[src/rtl/core/psu_pkg.sv]
// Shared types, constants and pixel decode functions for the planar screen
// pixel unpacker. No dependencies; every other file of the block imports it.
`default_nettype none

package psu_pkg;

  // Widest row the column counter tracks
  localparam int MAX_WIDTH = 320;
  localparam int ROW_W     = 9;
  localparam int COL_W     = $clog2(MAX_WIDTH + 1);
  localparam int LIM_W     = (COL_W > ROW_W) ? COL_W : ROW_W;
  localparam int IDX_W     = 4;
  localparam int KEPT_W    = IDX_W + 1;

  localparam logic [ROW_W-1:0] ROW_WIDTH_RST = ROW_W'(320);

  // Group modes
  localparam logic [1:0] MODE_ATTR   = 2'd0;
  localparam logic [1:0] MODE_PLANE16 = 2'd1;
  localparam logic [1:0] MODE_PLANE8 = 2'd2;
  localparam logic [1:0] MODE_PACKED = 2'd3;

  typedef struct packed {
    logic [1:0]  mode;
    logic [15:0] plane0;
    logic [15:0] plane1;
    logic [15:0] plane2;
    logic [15:0] plane3;
    logic [7:0]  attribute;
    logic        row_start;
  } psu_in_t;

  typedef struct packed {
    logic [3:0] color_index;
    logic       last;
  } psu_out_t;

  // One classified group waiting for the serializer
  typedef struct packed {
    logic [1:0]        mode;
    logic [15:0]       plane0;
    logic [15:0]       plane1;
    logic [15:0]       plane2;
    logic [15:0]       plane3;
    logic [6:0]        attribute;
    logic [KEPT_W-1:0] kept;
  } psu_entry_t;

  typedef struct packed {
    logic       valid;
    psu_entry_t entry;
  } psu_slot_t;

  function automatic logic [KEPT_W-1:0] group_size(input logic [1:0] mode);
    logic [KEPT_W-1:0] n;
    case (mode)
      MODE_PLANE16: n = KEPT_W'(16);
      MODE_PACKED:  n = KEPT_W'(4);
      default:      n = KEPT_W'(8);
    endcase
    return n;
  endfunction

  // Color of pixel idx of a group, leftmost pixel first
  function automatic logic [3:0] pixel_color(input psu_entry_t e,
                                             input logic [IDX_W-1:0] idx);
    logic [3:0] pos16;
    logic [2:0] pos8;
    logic [1:0] pos4;
    logic [3:0] c;
    pos16 = ~idx;
    pos8  = ~idx[2:0];
    pos4  = ~idx[1:0];
    case (e.mode)
      MODE_ATTR: begin
        c = e.plane0[pos8] ? {e.attribute[6], e.attribute[2:0]}
                           : {e.attribute[6], e.attribute[5:3]};
      end
      MODE_PLANE16: begin
        c = {e.plane3[pos16], e.plane2[pos16], e.plane1[pos16], e.plane0[pos16]};
      end
      MODE_PLANE8: begin
        c = {e.plane3[pos8], e.plane2[pos8], e.plane1[pos8], e.plane0[pos8]};
      end
      MODE_PACKED: begin
        c = {2'b00, e.plane0[{pos4, 1'b1}], e.plane0[{pos4, 1'b0}]};
      end
      default: c = 4'd0;
    endcase
    return c;
  endfunction

endpackage

`default_nettype wire

[src/rtl/core/psu_front.sv]
// Front end: takes input words, tracks the row column, clips each group to the
// kept width and pushes groups with pixels left into the queue. Uses psu_pkg.
`default_nettype none

module psu_front (
  input  wire logic                    clk,
  input  wire logic                    rst_n,
  input  wire logic                    in_valid,
  output logic                         in_stall,
  input  wire psu_pkg::psu_in_t        in_data,
  input  wire logic                    cfg_wr_en,
  input  wire logic [psu_pkg::ROW_W-1:0] cfg_wr_data,
  input  wire logic                    q_full,
  output psu_pkg::psu_slot_t           push
);
  import psu_pkg::*;

  logic [ROW_W-1:0]  row_width_r, row_width_nxt;
  logic [COL_W-1:0]  column_r, column_nxt;
  logic              accept;
  logic [COL_W-1:0]  col0;
  logic [KEPT_W-1:0] count;
  logic [LIM_W-1:0]  limit, rem;
  logic [KEPT_W-1:0] kept;
  logic [COL_W:0]    col_sum;

  assign in_stall = q_full;
  assign accept   = in_valid & ~q_full;

  always_comb begin
    col0  = in_data.row_start ? '0 : column_r;
    count = group_size(in_data.mode);
    limit = (LIM_W'(row_width_r) < LIM_W'(MAX_WIDTH)) ? LIM_W'(row_width_r)
                                                       : LIM_W'(MAX_WIDTH);
    rem   = (LIM_W'(col0) < limit) ? (limit - LIM_W'(col0)) : '0;
    kept  = (rem < LIM_W'(count)) ? KEPT_W'(rem) : count;
    // column saturates at the widest row
    col_sum = {1'b0, col0} + (COL_W+1)'(count);
  end

  always_comb begin
    row_width_nxt = cfg_wr_en ? cfg_wr_data : row_width_r;
    column_nxt    = column_r;
    if (accept) begin
      column_nxt = (col_sum > (COL_W+1)'(MAX_WIDTH)) ? COL_W'(MAX_WIDTH)
                                                      : col_sum[COL_W-1:0];
    end
  end

  always_comb begin
    push.valid           = accept & (kept != '0);
    push.entry.mode      = in_data.mode;
    push.entry.plane0    = in_data.plane0;
    push.entry.plane1    = in_data.plane1;
    push.entry.plane2    = in_data.plane2;
    push.entry.plane3    = in_data.plane3;
    push.entry.attribute = in_data.attribute[6:0];
    push.entry.kept      = kept;
  end

  always_ff @(posedge clk) begin
    if (!rst_n) begin
      row_width_r <= ROW_WIDTH_RST;
      column_r    <= '0;
    end else begin
      row_width_r <= row_width_nxt;
      column_r    <= column_nxt;
    end
  end

endmodule

`default_nettype wire

[src/rtl/core/psu_queue.sv]
// Two-entry queue of classified groups between front end and serializer.
// Uses psu_pkg for the entry type.
`default_nettype none

module psu_queue (
  input  wire logic               clk,
  input  wire logic               rst_n,
  input  wire psu_pkg::psu_slot_t push,
  input  wire logic               pop,
  output psu_pkg::psu_slot_t      head,
  output logic                    full
);
  import psu_pkg::*;

  psu_entry_t  e0_r, e0_nxt, e1_r, e1_nxt;
  logic [1:0]  cnt_r, cnt_nxt;

  assign full       = (cnt_r == 2'd2);
  assign head.valid = (cnt_r != 2'd0);
  assign head.entry = e0_r;

  always_comb begin
    e0_nxt  = e0_r;
    e1_nxt  = e1_r;
    cnt_nxt = cnt_r;
    if (push.valid && pop) begin
      if (cnt_r == 2'd1) begin
        e0_nxt = push.entry;
      end else begin
        e0_nxt = e1_r;
        e1_nxt = push.entry;
      end
    end else if (pop) begin
      e0_nxt  = e1_r;
      cnt_nxt = cnt_r - 2'd1;
    end else if (push.valid) begin
      if (cnt_r == 2'd0) begin
        e0_nxt = push.entry;
      end else begin
        e1_nxt = push.entry;
      end
      cnt_nxt = cnt_r + 2'd1;
    end
  end

  always_ff @(posedge clk) begin
    e0_r <= e0_nxt;
    e1_r <= e1_nxt;
    if (!rst_n) begin
      cnt_r <= '0;
    end else begin
      cnt_r <= cnt_nxt;
    end
  end

endmodule

`default_nettype wire

[src/rtl/core/psu_back.sv]
// Back end: takes one group from the queue and shifts out its kept pixels,
// one per cycle unless the output stalls, through an output register. Uses psu_pkg.
`default_nettype none

module psu_back (
  input  wire logic               clk,
  input  wire logic               rst_n,
  input  wire psu_pkg::psu_slot_t head,
  output logic                    pop,
  output logic                    out_valid,
  input  wire logic               out_stall,
  output psu_pkg::psu_out_t       out_data
);
  import psu_pkg::*;

  logic             cur_valid_r, cur_valid_nxt;
  psu_entry_t       cur_r, cur_nxt;
  logic [IDX_W-1:0] idx_r, idx_nxt;
  logic             out_valid_r, out_valid_nxt;
  psu_out_t         out_data_r, out_data_nxt;
  logic             emit;
  logic             is_last;

  assign out_valid = out_valid_r;
  assign out_data  = out_data_r;

  assign emit    = cur_valid_r & (~out_valid_r | ~out_stall);
  assign is_last = (({1'b0, idx_r} + KEPT_W'(1)) == cur_r.kept);
  // load the next group in the cycle the last pixel leaves
  assign pop     = head.valid & (~cur_valid_r | (emit & is_last));

  always_comb begin
    cur_valid_nxt = cur_valid_r;
    cur_nxt       = cur_r;
    idx_nxt       = idx_r;
    if (pop) begin
      cur_valid_nxt = 1'b1;
      cur_nxt       = head.entry;
      idx_nxt       = '0;
    end else if (emit && is_last) begin
      cur_valid_nxt = 1'b0;
    end else if (emit) begin
      idx_nxt = idx_r + IDX_W'(1);
    end
  end

  always_comb begin
    out_valid_nxt = out_valid_r;
    out_data_nxt  = out_data_r;
    if (emit) begin
      out_valid_nxt            = 1'b1;
      out_data_nxt.color_index = pixel_color(cur_r, idx_r);
      out_data_nxt.last        = is_last;
    end else if (!out_stall) begin
      out_valid_nxt = 1'b0;
    end
  end

  always_ff @(posedge clk) begin
    cur_r      <= cur_nxt;
    out_data_r <= out_data_nxt;
    if (!rst_n) begin
      cur_valid_r <= 1'b0;
      idx_r       <= '0;
      out_valid_r <= 1'b0;
    end else begin
      cur_valid_r <= cur_valid_nxt;
      idx_r       <= idx_nxt;
      out_valid_r <= out_valid_nxt;
    end
  end

endmodule

`default_nettype wire

[src/rtl/core/planar_screen_pixel_unpacker.sv]
// Top level of the planar screen pixel unpacker: front end, two-entry queue
// and pixel serializer. Uses psu_pkg, psu_front, psu_queue and psu_back.
`default_nettype none

// Each input word is one pixel group (attribute bitmap: 8 pixels, interleaved
// 16-bit planes: 16, byte planes: 8, two-bit packed: 4). The block emits one
// 4-bit color index per kept pixel, leftmost first, with last set on the
// final kept pixel of the group. Pixels at or past min(row_width, 320) in the
// current row are dropped; a group with none left gives no output at all.
// Output runs at one pixel per cycle while out_stall is low, and a group holds
// the serializer until all its kept pixels (1 to 16) have left; input words
// are taken every cycle while the two-entry queue in front of the serializer
// has room. Write row_width only while the block is idle.
module planar_screen_pixel_unpacker (
  input  wire logic                      clk,
  input  wire logic                      rst_n,
  input  wire logic                      in_valid,
  output logic                           in_stall,
  input  wire psu_pkg::psu_in_t          in_data,
  output logic                           out_valid,
  input  wire logic                      out_stall,
  output psu_pkg::psu_out_t              out_data,
  input  wire logic                      cfg_wr_en,
  input  wire logic [psu_pkg::ROW_W-1:0] cfg_wr_data
);
  import psu_pkg::*;

  psu_slot_t push;
  psu_slot_t head;
  logic      pop;
  logic      q_full;

  psu_front u_front (
    .clk        (clk),
    .rst_n      (rst_n),
    .in_valid   (in_valid),
    .in_stall   (in_stall),
    .in_data    (in_data),
    .cfg_wr_en  (cfg_wr_en),
    .cfg_wr_data(cfg_wr_data),
    .q_full     (q_full),
    .push       (push)
  );

  psu_queue u_queue (
    .clk  (clk),
    .rst_n(rst_n),
    .push (push),
    .pop  (pop),
    .head (head),
    .full (q_full)
  );

  psu_back u_back (
    .clk      (clk),
    .rst_n    (rst_n),
    .head     (head),
    .pop      (pop),
    .out_valid(out_valid),
    .out_stall(out_stall),
    .out_data (out_data)
  );

`ifndef NO_ASSERTIONS
  a_push_not_full: assert property (@(posedge clk) disable iff (!rst_n)
    push.valid |-> !q_full)
    else $error("push into full queue");

  a_pop_has_head: assert property (@(posedge clk) disable iff (!rst_n)
    pop |-> head.valid)
    else $error("pop from empty queue");

  a_head_nonempty: assert property (@(posedge clk) disable iff (!rst_n)
    head.valid |-> (head.entry.kept != '0) && (head.entry.kept <= KEPT_W'(16)))
    else $error("queued group with bad kept count");
`endif

endmodule

`default_nettype wire

[config.mk]
export PLATFORM = sky130hd
export DESIGN_NAME = planar_screen_pixel_unpacker
export DESIGN_NICKNAME = d
export VERILOG_FILES = /design/src/rtl/core/psu_pkg.sv /design/src/rtl/core/psu_front.sv /design/src/rtl/core/psu_queue.sv /design/src/rtl/core/psu_back.sv /design/src/rtl/core/planar_screen_pixel_unpacker.sv
export SDC_FILE = /design/constraint.sdc
export NUM_CORES = 1
export LEC_CHECK = 0
export ABC_AREA = 0
export CAP_MARGIN = 5
export CORE_MARGIN = 3
export CORE_UTILIZATION = 55
export CTS_CLUSTER_DIAMETER = 120
export DETAILED_ROUTE_END_ITERATION = 6
export DONT_BUFFER_PORTS = 1
export GPL_ROUTABILITY_DRIVEN = 0
export PLACE_DENSITY = 0.74
export SYNTH_ARGS = -nofsm -noshare
export SYNTH_HDL_FRONTEND = slang
export SYNTH_SLANG_ARGS = --single-unit
[constraint.sdc]
create_clock -name clk -period 11.35 [get_ports clk]
set_input_delay 1.7025 -clock clk [delete_from_list [all_inputs] [get_ports clk]]
set_output_delay 1.7025 -clock clk [all_outputs]
set_load 0.05 [all_outputs]
* Yosys cells after proc, flatten, opt, wreduce, memory -nomap -nowiden
Index checks and enable logic that the tools add are counted.
** Word-level totals
- Register bits after elaboration :: 265
- Input bits :: 89
- Output and inout port bits :: 7
- Logic and storage cells :: 132
** Cells by class
- Add/sub/neg operators :: 6
- Magnitude comparators :: 8
- Equal/unequal tests :: 12
- Mux-type cells :: 44
- Bitwise gates (word level) :: 17
- Reduce and logical (&&, ||, !) cells :: 16
** Operators with widths (number)
- 2-to-1 mux 78 bit :: 10
- 2-to-1 mux 9 bit :: 4
- binary-select mux 1 bit (select 4 bit) :: 4
- one-hot mux 4 bit (4 select lines) :: 1
- < comparator 3 x 5 -> 1 bit, second input constant :: 3
- 2-to-1 mux 1 bit :: 14
- binary-select mux 1 bit (select 3 bit) :: 4
- adder 9 x 5 -> 10 bit :: 1
- greater-than comparator 10 x 9 -> 1 bit, second input constant :: 1
- one-hot mux 5 bit (2 select lines) :: 1
- < comparator 9 x 5 -> 1 bit :: 1
- < comparator 9 bit :: 1
- < comparator 9 bit, second input constant :: 1
- subtractor 9 bit :: 1
- equality test 2 bit, second input constant :: 4
- nonzero test 2 bit :: 4
- inverter 1 bit :: 7
- equality test 2 x 1 -> 1 bit, second input constant :: 3
- AND reduction 2 bit :: 3
- nonzero test 3 bit :: 2
- adder 4 x 1 -> 5 bit, second input constant :: 1
- AND 1 bit :: 5
- equality test 5 bit :: 1
- < comparator 4 x 5 -> 1 bit, second input constant :: 1
- 18 further kinds :: 25

* Longest topological paths before layout
Gate-level depths: netlist (run 1).
- Word-level depth :: 11
- Depth in mapped cells :: 25
- Gate-level depth less buffers :: 21

* By module
From an unflattened synthesis (run 1), not the netlist that was laid out.
** Unflattened totals
- Cell total of the unflattened synthesis :: 783
- Area total of the unflattened synthesis :: 11995.3 um2
** Modules (own cells, without submodules)
- psu_queue :: times used 1, cells an instance 268, area an instance 5851.9 um2, seq. area each 4724.5 um2
- psu_back :: times used 1, cells an instance 218, area an instance 3739.8 um2, seq. area each 2612.5 um2
- psu_front :: times used 1, cells an instance 297, area an instance 2403.6 um2, seq. area each 360.3 um2

* Least setup slack after synthesis (run 1)
No wires, ideal clock.
- Path kind :: input port to flip-flop
- Start point :: input in_data[0] in the netlist's numbering
- End point :: register u_queue.e0_r (netlist bit u_queue.head[0]) (enable)
- Library setup time :: 0.630 ns
- Arrival :: 10.082 ns
- Required time :: 10.720 ns
- Slack :: 0.638 ns
- Stages :: 18
- Buffers on the path :: 3
- Path through :: clkbuf_1 -> nand2b_1 -> ha_1 -> buf_6 -> a21oi_1 -> o22ai_1 -> a2111oi_2 -> or3_1 -> buf_4 -> nor2_1 -> ha_1 -> nand2_1 -> o22ai_1 -> a31o_1 -> a211oi_4 -> nand4_1 -> o21ai_1 -> o31ai_1
** On the way
- Word-level cells in the longest chain between the ends :: 10
- Elaborated cells between the ends (all ways) :: 12
- Those cells by class :: 1 x add/sub; 2 x order compare; 3 x mux; 1 x bitwise; 5 x reduce/logical
** Ends and longest elaborated chain
- from (decl) :: RTL line planar_screen_pixel_unpacker.sv:19 : input wire psu_pkg::psu_in_t in_data,
- 2-to-1 mux 9 bit (*) :: RTL line psu_front.sv:31 : col0 = in_data.row_start ? '0 : column_r;
- subtractor 9 bit / < comparator 9 bit (equally long branches) :: RTL line psu_front.sv:35 : rem = (LIM_W'(col0) < limit) ? (limit - LIM_W'(col0)) : '0;
- 2-to-1 mux 9 bit (*) :: RTL line psu_front.sv:35
- < comparator 9 x 5 -> 1 bit :: RTL line psu_front.sv:36 : kept = (rem < LIM_W'(count)) ? KEPT_W'(rem) : count;
- 2-to-1 mux 5 bit (*) :: RTL line psu_front.sv:36
- nonzero test 5 bit (*) :: RTL line psu_front.sv:51 : push.valid = accept & (kept != '0);
- AND 1 bit (*) :: RTL line psu_front.sv:51
- logical AND 1 bit :: RTL line psu_queue.sv:26 : if (push.valid && pop) begin
- nonzero test 3 bit (no source line)
- AND reduction 2 bit (no source line) (*)
- to (signal assigned) :: RTL line psu_queue.sv:47 : e0_r <= e0_nxt;
- to (decl) :: RTL line psu_queue.sv:15 : psu_entry_t e0_r, e0_nxt, e1_r, e1_nxt;
Every way passes the cells marked *; elsewhere a longest branch is shown, timed or not.
A chain may end at the register's enable or synchronous reset.

* Worst setup path in the final report (run 1)
- Start point :: input in_data[0] in the netlist's numbering
- End point :: register u_queue.e1_r[29] in the netlist's numbering (enable)
** On the way
- Word-level cells in the longest chain between the ends :: 10
- Elaborated cells between the ends (all ways) :: 14
- Those cells by class :: 1 x add/sub; 2 x order compare; 3 x eq/ne; 3 x mux; 1 x bitwise; 4 x reduce/logical
** Ends and longest elaborated chain
- 2-to-1 mux 9 bit (*) :: RTL line psu_front.sv:31
- subtractor 9 bit / < comparator 9 bit (equally long branches) :: RTL line psu_front.sv:35
- 2-to-1 mux 9 bit (*) :: RTL line psu_front.sv:35
- < comparator 9 x 5 -> 1 bit :: RTL line psu_front.sv:36
- 2-to-1 mux 5 bit (*) :: RTL line psu_front.sv:36
- nonzero test 5 bit (*) :: RTL line psu_front.sv:51
- AND 1 bit (*) :: RTL line psu_front.sv:51
- logical AND 1 bit :: RTL line psu_queue.sv:26
- inequality test 2 bit (no source line), or another cell as far along
- AND reduction 4 bit (no source line) (*)
- to (signal assigned) :: RTL line psu_queue.sv:48 : e1_r <= e1_nxt;
- to (decl) :: RTL line psu_queue.sv:15
Marks and branches as above.

==> results by group, run 1 <==
Run status
  • Status: complete, no violations

Worst setup path
  • Top cell by count, worst path: ha_1
  • Worst reg2reg path depth: 22
  • Critical path capture point type: register
  • WP data required: 11.48 ns
  • Worst r2r dst: u_queue.e1_r[29]
  • Delay-heaviest family, CP: compound AO/OA/AOI/OAI gates
  • CP startpoint kind: input pin
  • Worst path bufs/invs: 2
  • Worst Setup Path Type: input pin to register
  • CP max stage cell: buf_4
  • WP data arrival: ~7.4 ns
  • Crit path max fanout: 66
  • Worst r2r src: u_front.row_width_r[8]
  • Crit-path cells: nor2b_1 -> inv_1 -> ha_1 -> nand3_1 -> o22ai_1 -> a2111oi_2 -> or3_1 -> nor3_4 -> ha_1 -> nand2_1 -> o22ai_1 -> a31o_1 -> a211oi_4 -> nand4_1 -> o21ai_1 -> a21oi_1 -> ha_1 -> nor2_1 -> and3_1 -> o21ai_0 -> a31oi_4 -> buf_4
  • Reg2Reg Setup Slack: around 4.7 ns
  • Max stage delay on crit path: 0.80 ns

STA
  • Setup tns final: 0 ns
  • Least-Margin Pin Slew: 1.07 ns
  • Crit path time final: 7.30 ns
  • Final-report max-slew violation count: 0
  • Period utilisation layout: roughly 64%
  • Clock skew: 0.0104 ns
  • Slew headroom: 28.4%
  • Fmax: around 0.14 GHz
  • Post-route setup slack: around 4 ns
  • Endpoints failing hold: 0
  • Setup Viol. Count Final: 0
  • RSZ-0062 raised after global routing: false

Clock tree
  • Worst-Skew Late Latency: 0.51 ns
  • Hold_buf cts: 0
  • H-tree levels: 1
  • Longest Clk Path Bufs: 3
  • Worst-path clk slew: 0.06 ns
  • PostCTS Resize Cnt: 0
  • Post-CTS Setup Inserts: 0
  • Clk sinks: about 270
  • Number of buffers created by CTS: 27
  • CTS root buffer: clkbuf_16
  • CTS tree: built

Synthesis
  • #FFs+latches synth: 265
  • Syn Std Cell Area: approximately 0.011 mm^2
  • Yosys warnings: 0
  • Synth area leaders: edfxtp_1 (64%), mux2_1 (7.6%), dfxtp_1 (4.7%)
  • Seq/Total Area, Yosys: slightly below 70%
  • Mean area per synthesized cell: 16.5 um^2
  • Post-Synthesis Net Count: slightly below 800
  • Async SR Flop Fraction: 0%
  • Synth top area share: around 64%
  • Top_reg_cell synth: edfxtp_1
  • Post-Synthesis Cells: about 680
  • Netlist cell types: 62
  • Synth area leader: edfxtp_1
  • Post-synth EDFFs: 239

Pwr
  • Peak VDD IR: 182 uV
  • Pwr Density: roughly 270 mW/mm^2
  • Combinational share of power: 22.4%
  • Switching Share: 28.2%
  • P_sw: 0.000942 W
  • Clock share of power: 24.9%
  • LEAKAGE: 4.17 nW
  • Reg power frac: a little over half
  • Internal power: roughly 0.0024 W

Global routing
  • Met1 Track Usage GR: 23.8%
  • Total global-route track usage: about 18%
  • Via count of the first global-routing pass: 6056
  • First-pass GRT wire length: between 30 and 40 mm
  • Largest net degree at the start of global routing: 81
  • Gr ovfl total: 0
  • Initial antenna violation count: 0
  • Grt met3 use: between 4 and 5%
  • Busiest grt layer: met2
  • Met2 GRT Util: between 20% and 30%

Layout
  • Final #Nets: between 700 and 800
  • Fin area: between 0.01 and 0.015 mm^2
  • Fillers: 1389
  • Share of post-route cells with drive strength above 1: roughly 12%
  • Area Overhead vs Synth: 9.40%
  • Fin cells: a little under 1k
  • # diodes: 0

Hold path
  • Hold path endpoint: u_back.cur_r[32]
  • Worst hold path class: register to register
  • Hold_sp: u_queue.head[32]
  • WHS Path Cells: 0

Floorplanning
  • Top Ports: 96
  • Die W: between 100 and 150 um
  • Core ar.: 0.0197 mm^2
  • Initial core utilization: a little under three fifths
  • FP Rows: 51
  • Die ar.: around 0.022 mm^2
  • Die Ht: 149 um

Drt
  • Post-DR wirelength/cell: between 20 and 25 um
  • Antenna viol nets, final: 0
  • Post-Route WL: 19.7 mm
  • Via density: 5.85
  • DR iter-0 viols: 325
  • Via count: 5658
  • DRC viols: 0
  • Drt first pass iters: 5

Placed design
  • Port buffer count: 0
  • Hpwl dp: 13.0 mm
  • Setup slack at placement: 3.58 ns
  • DP Cell Count: 921
  • DP Area: 0.0114 mm^2

Flow run
  • Max-cap violations: 0
[how the worst max path moves through the flow]
stage	startpoint	endpoint	slack, ns	cells after the start
after floorplan	in_data[0]	u_queue.head[0]	0.64	18
after global placement	in_data[0]	u_queue.e1_r[31]	3.88	22
after detailed placement	in_data[0]	u_queue.e1_r[72]	3.58	22
after CTS	in_data[0]	u_queue.e1_r[29]	4.11	22
after global routing	in_data[0]	u_queue.e1_r[29]	3.62	22
final	in_data[0]	u_queue.e1_r[29]	4.05	22
[power by group through the flow]
stage | Sequential [W] | Combinational [W] | Clock, W
4_1_cts | 0.00176 | 0.000765 | 0.000853
3_5_place_dp | 0.00178 | 0.000760 | 0
5_1_grt | 0.00180 | 0.000825 | 0.000887
6_report | 0.00176 | 0.000748 | 0.000832
3_3_place_gp | 0.00175 | 0.000729 | 0
2_1_floorplan | 0.00177 | 0.000636 | 0
[kinds of logic (layout without fill, tap and decap cells)]
family	after synthesis	count (layout)	share of synthesized area [%]
flip-flops	265	265	68.8
AND/OR/NAND/NOR	122	122	6.03
multiplexers	118	118	13.7
AO/OA/AOI/OAI	90	90	5.50
buffers and inverters	47	72	2.38
adder cells (fa/ha/maj)	21	21	2.48
XOR/XNOR	15	15	1.17
[synthesized netlist by cell type, types with 6 or more instances]
| library cell | number |
|---|---|
| edfxtp_1 | 239 |
| mux2_1 | 76 |
| nor2_1 | 28 |
| dfxtp_1 | 26 |
| a21oi_1 | 24 |
| inv_1 | 20 |
| o21ai_0 | 20 |
| ha_1 | 19 |
| mux4_2 | 19 |
| mux2i_1 | 18 |
| nand2b_1 | 18 |
| nor2b_1 | 18 |
| nand2_1 | 17 |
| buf_6 | 10 |
| clkbuf_1 | 10 |
| and2_1 | 9 |
| xor2_1 | 8 |
| xnor2_1 | 7 |
| nor3_1 | 6 |
[metrics by stage]
step	power, W	hold WS, ns	utilization (%)
CTS	0.00338	0.414	62.1
global route	0.00351	0.420	62.1
floorplan	0.00240	0.400	-
finish	0.00334	0.413	62.1
global placement	0.00248	0.401	57.9
detailed placement	0.00254	0.405	57.9
[cell type report]
cell class	instances	area [um^2]	area share (%)
clock inverter	10	103	0.838
multi-input combinational	366	3270	26.7
sequential	265	7700	62.9
tap	265	332	2.71
timing repair buffer	5	37.5	0.307
clock buffer	37	733	5.99
inverter	20	75.1	0.613
[metal layers]
layer	up-vias	routed length, um
met5	-	0
met4	0	456
met3	35	1430
met2	173	9550
met1	2826	8240
li1	2624	-
[registers in the layout, indices dropped and copies added (netlist names)]
| name | flops |
|---|---|
| u_front.column_r | 9 |
| u_queue.cnt_r | 2 |
| u_back.out_data | 5 |
| u_back.idx_r | 4 |
| u_back.cur_r | 78 |
| u_queue.e1_r | 78 |
| u_back.out_valid | 1 |
| u_back.cur_valid_r | 1 |
| u_queue.head | 78 |
| u_front.row_width_r | 9 |
[placed cells by master (no fill, tap or decap), types with 4 or more instances in the layout]
cell type  count
edfxtp_1     239
mux2_1        76
nor2_1        27
clkbuf_16     27
dfxtp_1       25
a21oi_1       24
inv_1         20
o21ai_0       20
mux4_2        19
ha_1          19
nand2b_1      18
nor2b_1       18
mux2i_1       18
nand2_1       17
and2_1         9
xor2_1         8
clkbuf_1       8
xnor2_1        7
nor3_1         6
a211oi_1       5
or3_1          5
buf_4          5
a32o_1         4
nand3_1        4
a21o_1         4
and3_1         4
clkinv_2       4
(Power assumes the default switching activity.)
==> run 2, diff against run 1 <==
clock period = 6 ns   (was 11.35 ns; I/O delays follow)
==> run 2 against run 1 <==
Sequential share of layout area down 0.95 points. Non-clock buffer count up 3. Clock power up 86%. Die area unchanged. Worst setup slack worse by 3.5 ns. Hold slack better by 0.0019 ns. Critical endpoint is now u_queue.head[30]. Largest cell class unchanged.
==> results by group, run 2 (synthesis gave the netlist of run 1 again) <==
Run status
  • Status: complete, no violations

Global routing
  • Gr ovfl total: 0
  • Initial antenna violation count: 0
  • Largest net degree at the start of global routing: 79
  • Via count of the first global-routing pass: 6129
  • Total global-route track usage: between 10% and 20%
  • First-pass GRT wire length: 32.1 mm

Worst setup path
  • Top cell by count, worst path: ha_1
  • Worst r2r src: u_front.row_width_r[7]
  • CP max stage cell: a2111oi_4
  • Worst Setup Path Type: register to register
  • Worst reg2reg path depth: 21
  • WP data required: between 6 and 7 ns
  • Worst r2r dst: u_queue.head[30]
  • Worst path bufs/invs: 1
  • Reg2Reg Setup Slack: ~0.52 ns
  • Delay-heaviest family, CP: compound AO/OA/AOI/OAI gates
  • Crit-path cells: o21ai_1 -> and2_1 -> ha_1 -> nand2b_1 -> a21oi_2 -> a2111oi_4 -> or3_1 -> nor2_1 -> ha_1 -> nand2_1 -> o22ai_1 -> a31o_1 -> a211oi_4 -> nand4_1 -> o21ai_2 -> a21oi_1 -> ha_1 -> nand2b_1 -> o31a_2 -> buf_4 -> mux2_1
  • Critical path capture point type: register
  • CP startpoint kind: register
  • WP data arrival: 5.74 ns
  • Max stage delay on crit path: around 0.4 ns
  • Crit path max fanout: 30

Floorplanning
  • Die Ht: 149 um
  • FP Rows: between 50 and 60
  • Top Ports: 96
  • Die ar.: 0.0221 mm^2
  • Initial core utilization: 56.8%
  • Die W: 149 um
  • Core ar.: 0.0197 mm^2

Drt
  • DRC viols: 0
  • Post-DR wirelength/cell: 20.3 um
  • Via density: 5.78
  • Post-Route WL: 19.8 mm
  • Via count: 5620
  • Drt first pass iters: 6
  • Antenna viol nets, final: 0
  • DR iter-0 viols: 293

Clock tree
  • Hold_buf cts: 0
  • H-tree levels: 1
  • Longest Clk Path Bufs: 3
  • CTS tree: built
  • CTS root buffer: clkbuf_16
  • Number of buffers created by CTS: 26
  • Clk sinks: 265
  • Worst-path clk slew: 0.06 ns
  • Worst-Skew Late Latency: 0.52 ns

STA
  • Setup Viol. Count Final: 0
  • Slew headroom: 29.7%
  • RSZ-0062 raised after global routing: false
  • Least-Margin Pin Slew: 1.05 ns
  • Crit path time final: 5.48 ns
  • Endpoints failing hold: 0
  • Period utilisation layout: between 90% and 100%
  • Clock skew: approximately 0.01 ns
  • Fmax: 0.183 GHz
  • Setup tns final: 0 ns
  • Final-report max-slew violation count: 0

Pwr
  • Pwr Density: 510 mW/mm^2
  • Peak VDD IR: about 280 uV
  • Total chip power: 0.00634 W
  • LEAKAGE: 4.23 nW

Layout
  • Fin cells: approximately 1000
  • Share of post-route cells with drive strength above 1: 14.3%
  • Final #Nets: 797
  • Largest registers: u_back.cur_r (78), u_queue.e1_r (78), u_queue.head (78)
  • Most frequent cells in the layout: edfxtp_1 (239), mux2_1 (76), clkbuf_16 (27)
  • # diodes: 0
  • Most common cell after layout, fill and taps aside: edfxtp_1
  • Area Overhead vs Synth: 11.1%

Placed design
  • Port buffer count: 0
  • Hpwl dp: 13.0 mm
  • DP Cell Count: ~920

Hold path
  • Worst hold path class: register to register
  • Hold_sp: u_queue.head[50]
  • WHS Path Cells: 0
  • Hold path endpoint: u_back.cur_r[50]

Flow run
  • Max-cap violations: 0
-- run 2: cell count changes in the layout (fill, tap and decap cells not counted), sizes merged --
cell / previous run / this run
clkinv: 7 / 15
clkbuf: 37 / 30
buf: 5 / 8
-- run 2: metrics by stage --
step           area [um^2]  setup slack (ns)  hold WS, ns  utilization, %
4_1_cts              12400             0.327        0.417            63.1
5_1_grt              12400             0.174        0.423            63.1
6_report             12400             0.523        0.415            63.1
2_1_floorplan        11400            -0.185        0.400               -
3_3_place_gp         11600             0.308        0.400            58.9
3_5_place_dp         11600             0.172        0.405            58.9
-- run 2: per-layer routing --
metal / track usage (%) / up-vias / share of wire (%)
met3: 4.24 / 32 / 6.1
met5: 0 / - / 0
met4: 4.43 / 0 / 1.9
met1: 23.9 / 2821 / 42
li1: - / 2633 / -
met2: 31.3 / 134 / 50
-- run 2: worst max path at each step --
stage,start,to,slack [ns],cells past startpoint
floorplan,in_data[0],u_queue.e1_r[0],-0.18,23
global placement,in_data[0],u_queue.head[27],0.31,20
detailed placement,in_data[0],u_queue.head[30],0.17,21
CTS,u_front.row_width_r[7],u_queue.head[30],0.33,21
global route,u_front.row_width_r[7],u_queue.e1_r[72],0.17,22
finish,u_front.row_width_r[7],u_queue.head[30],0.52,21
-- run 2: final cells by class --
class                           count  area (um^2)
Clock inverter                     18          135
Sequential cell                   265         7700
Clock buffer                       30          687
Timing Repair Buffer                8         85.1
Fill cell                        1404         7280
Tap cell                          265          332
Inverter                           20         75.1
Multi-Input combinational cell    366         3420
-- run 2: report_power, final --
part / switching (W) / total (W) / internal [W]
clock network: 0.000644 / 0.00155 / 0.000904
logic: 0.000886 / 0.00147 / 0.000586
registers: 0.000277 / 0.00332 / 0.00304
total: 0.00181 / 0.00634 / 0.00453
-- run 2: timing repair --
action	in CTS	in global routing
setup buffers	0	0
resized for setup	0	1
setup endpoints to repair	0	29
hold endpoints to repair	0	0
-- run 2: worst reg2reg max path, cell delays in order (launching register included) --
cell       delay (ns)
dfxtp_1          0.33
o21ai_1          0.29
and2_1           0.22
ha_1             0.25
nand2b_1         0.13
a21oi_2          0.11
a2111oi_4        0.41
or3_1            0.33
nor2_1           0.10
ha_1             0.31
nand2_1          0.12
o22ai_1          0.08
a31o_1           0.24
a211oi_4         0.30
nand4_1          0.28
o21ai_2          0.27
a21oi_1          0.11
ha_1             0.23
nand2b_1         0.15
o31a_2           0.20
buf_4            0.40
mux2_1           0.39
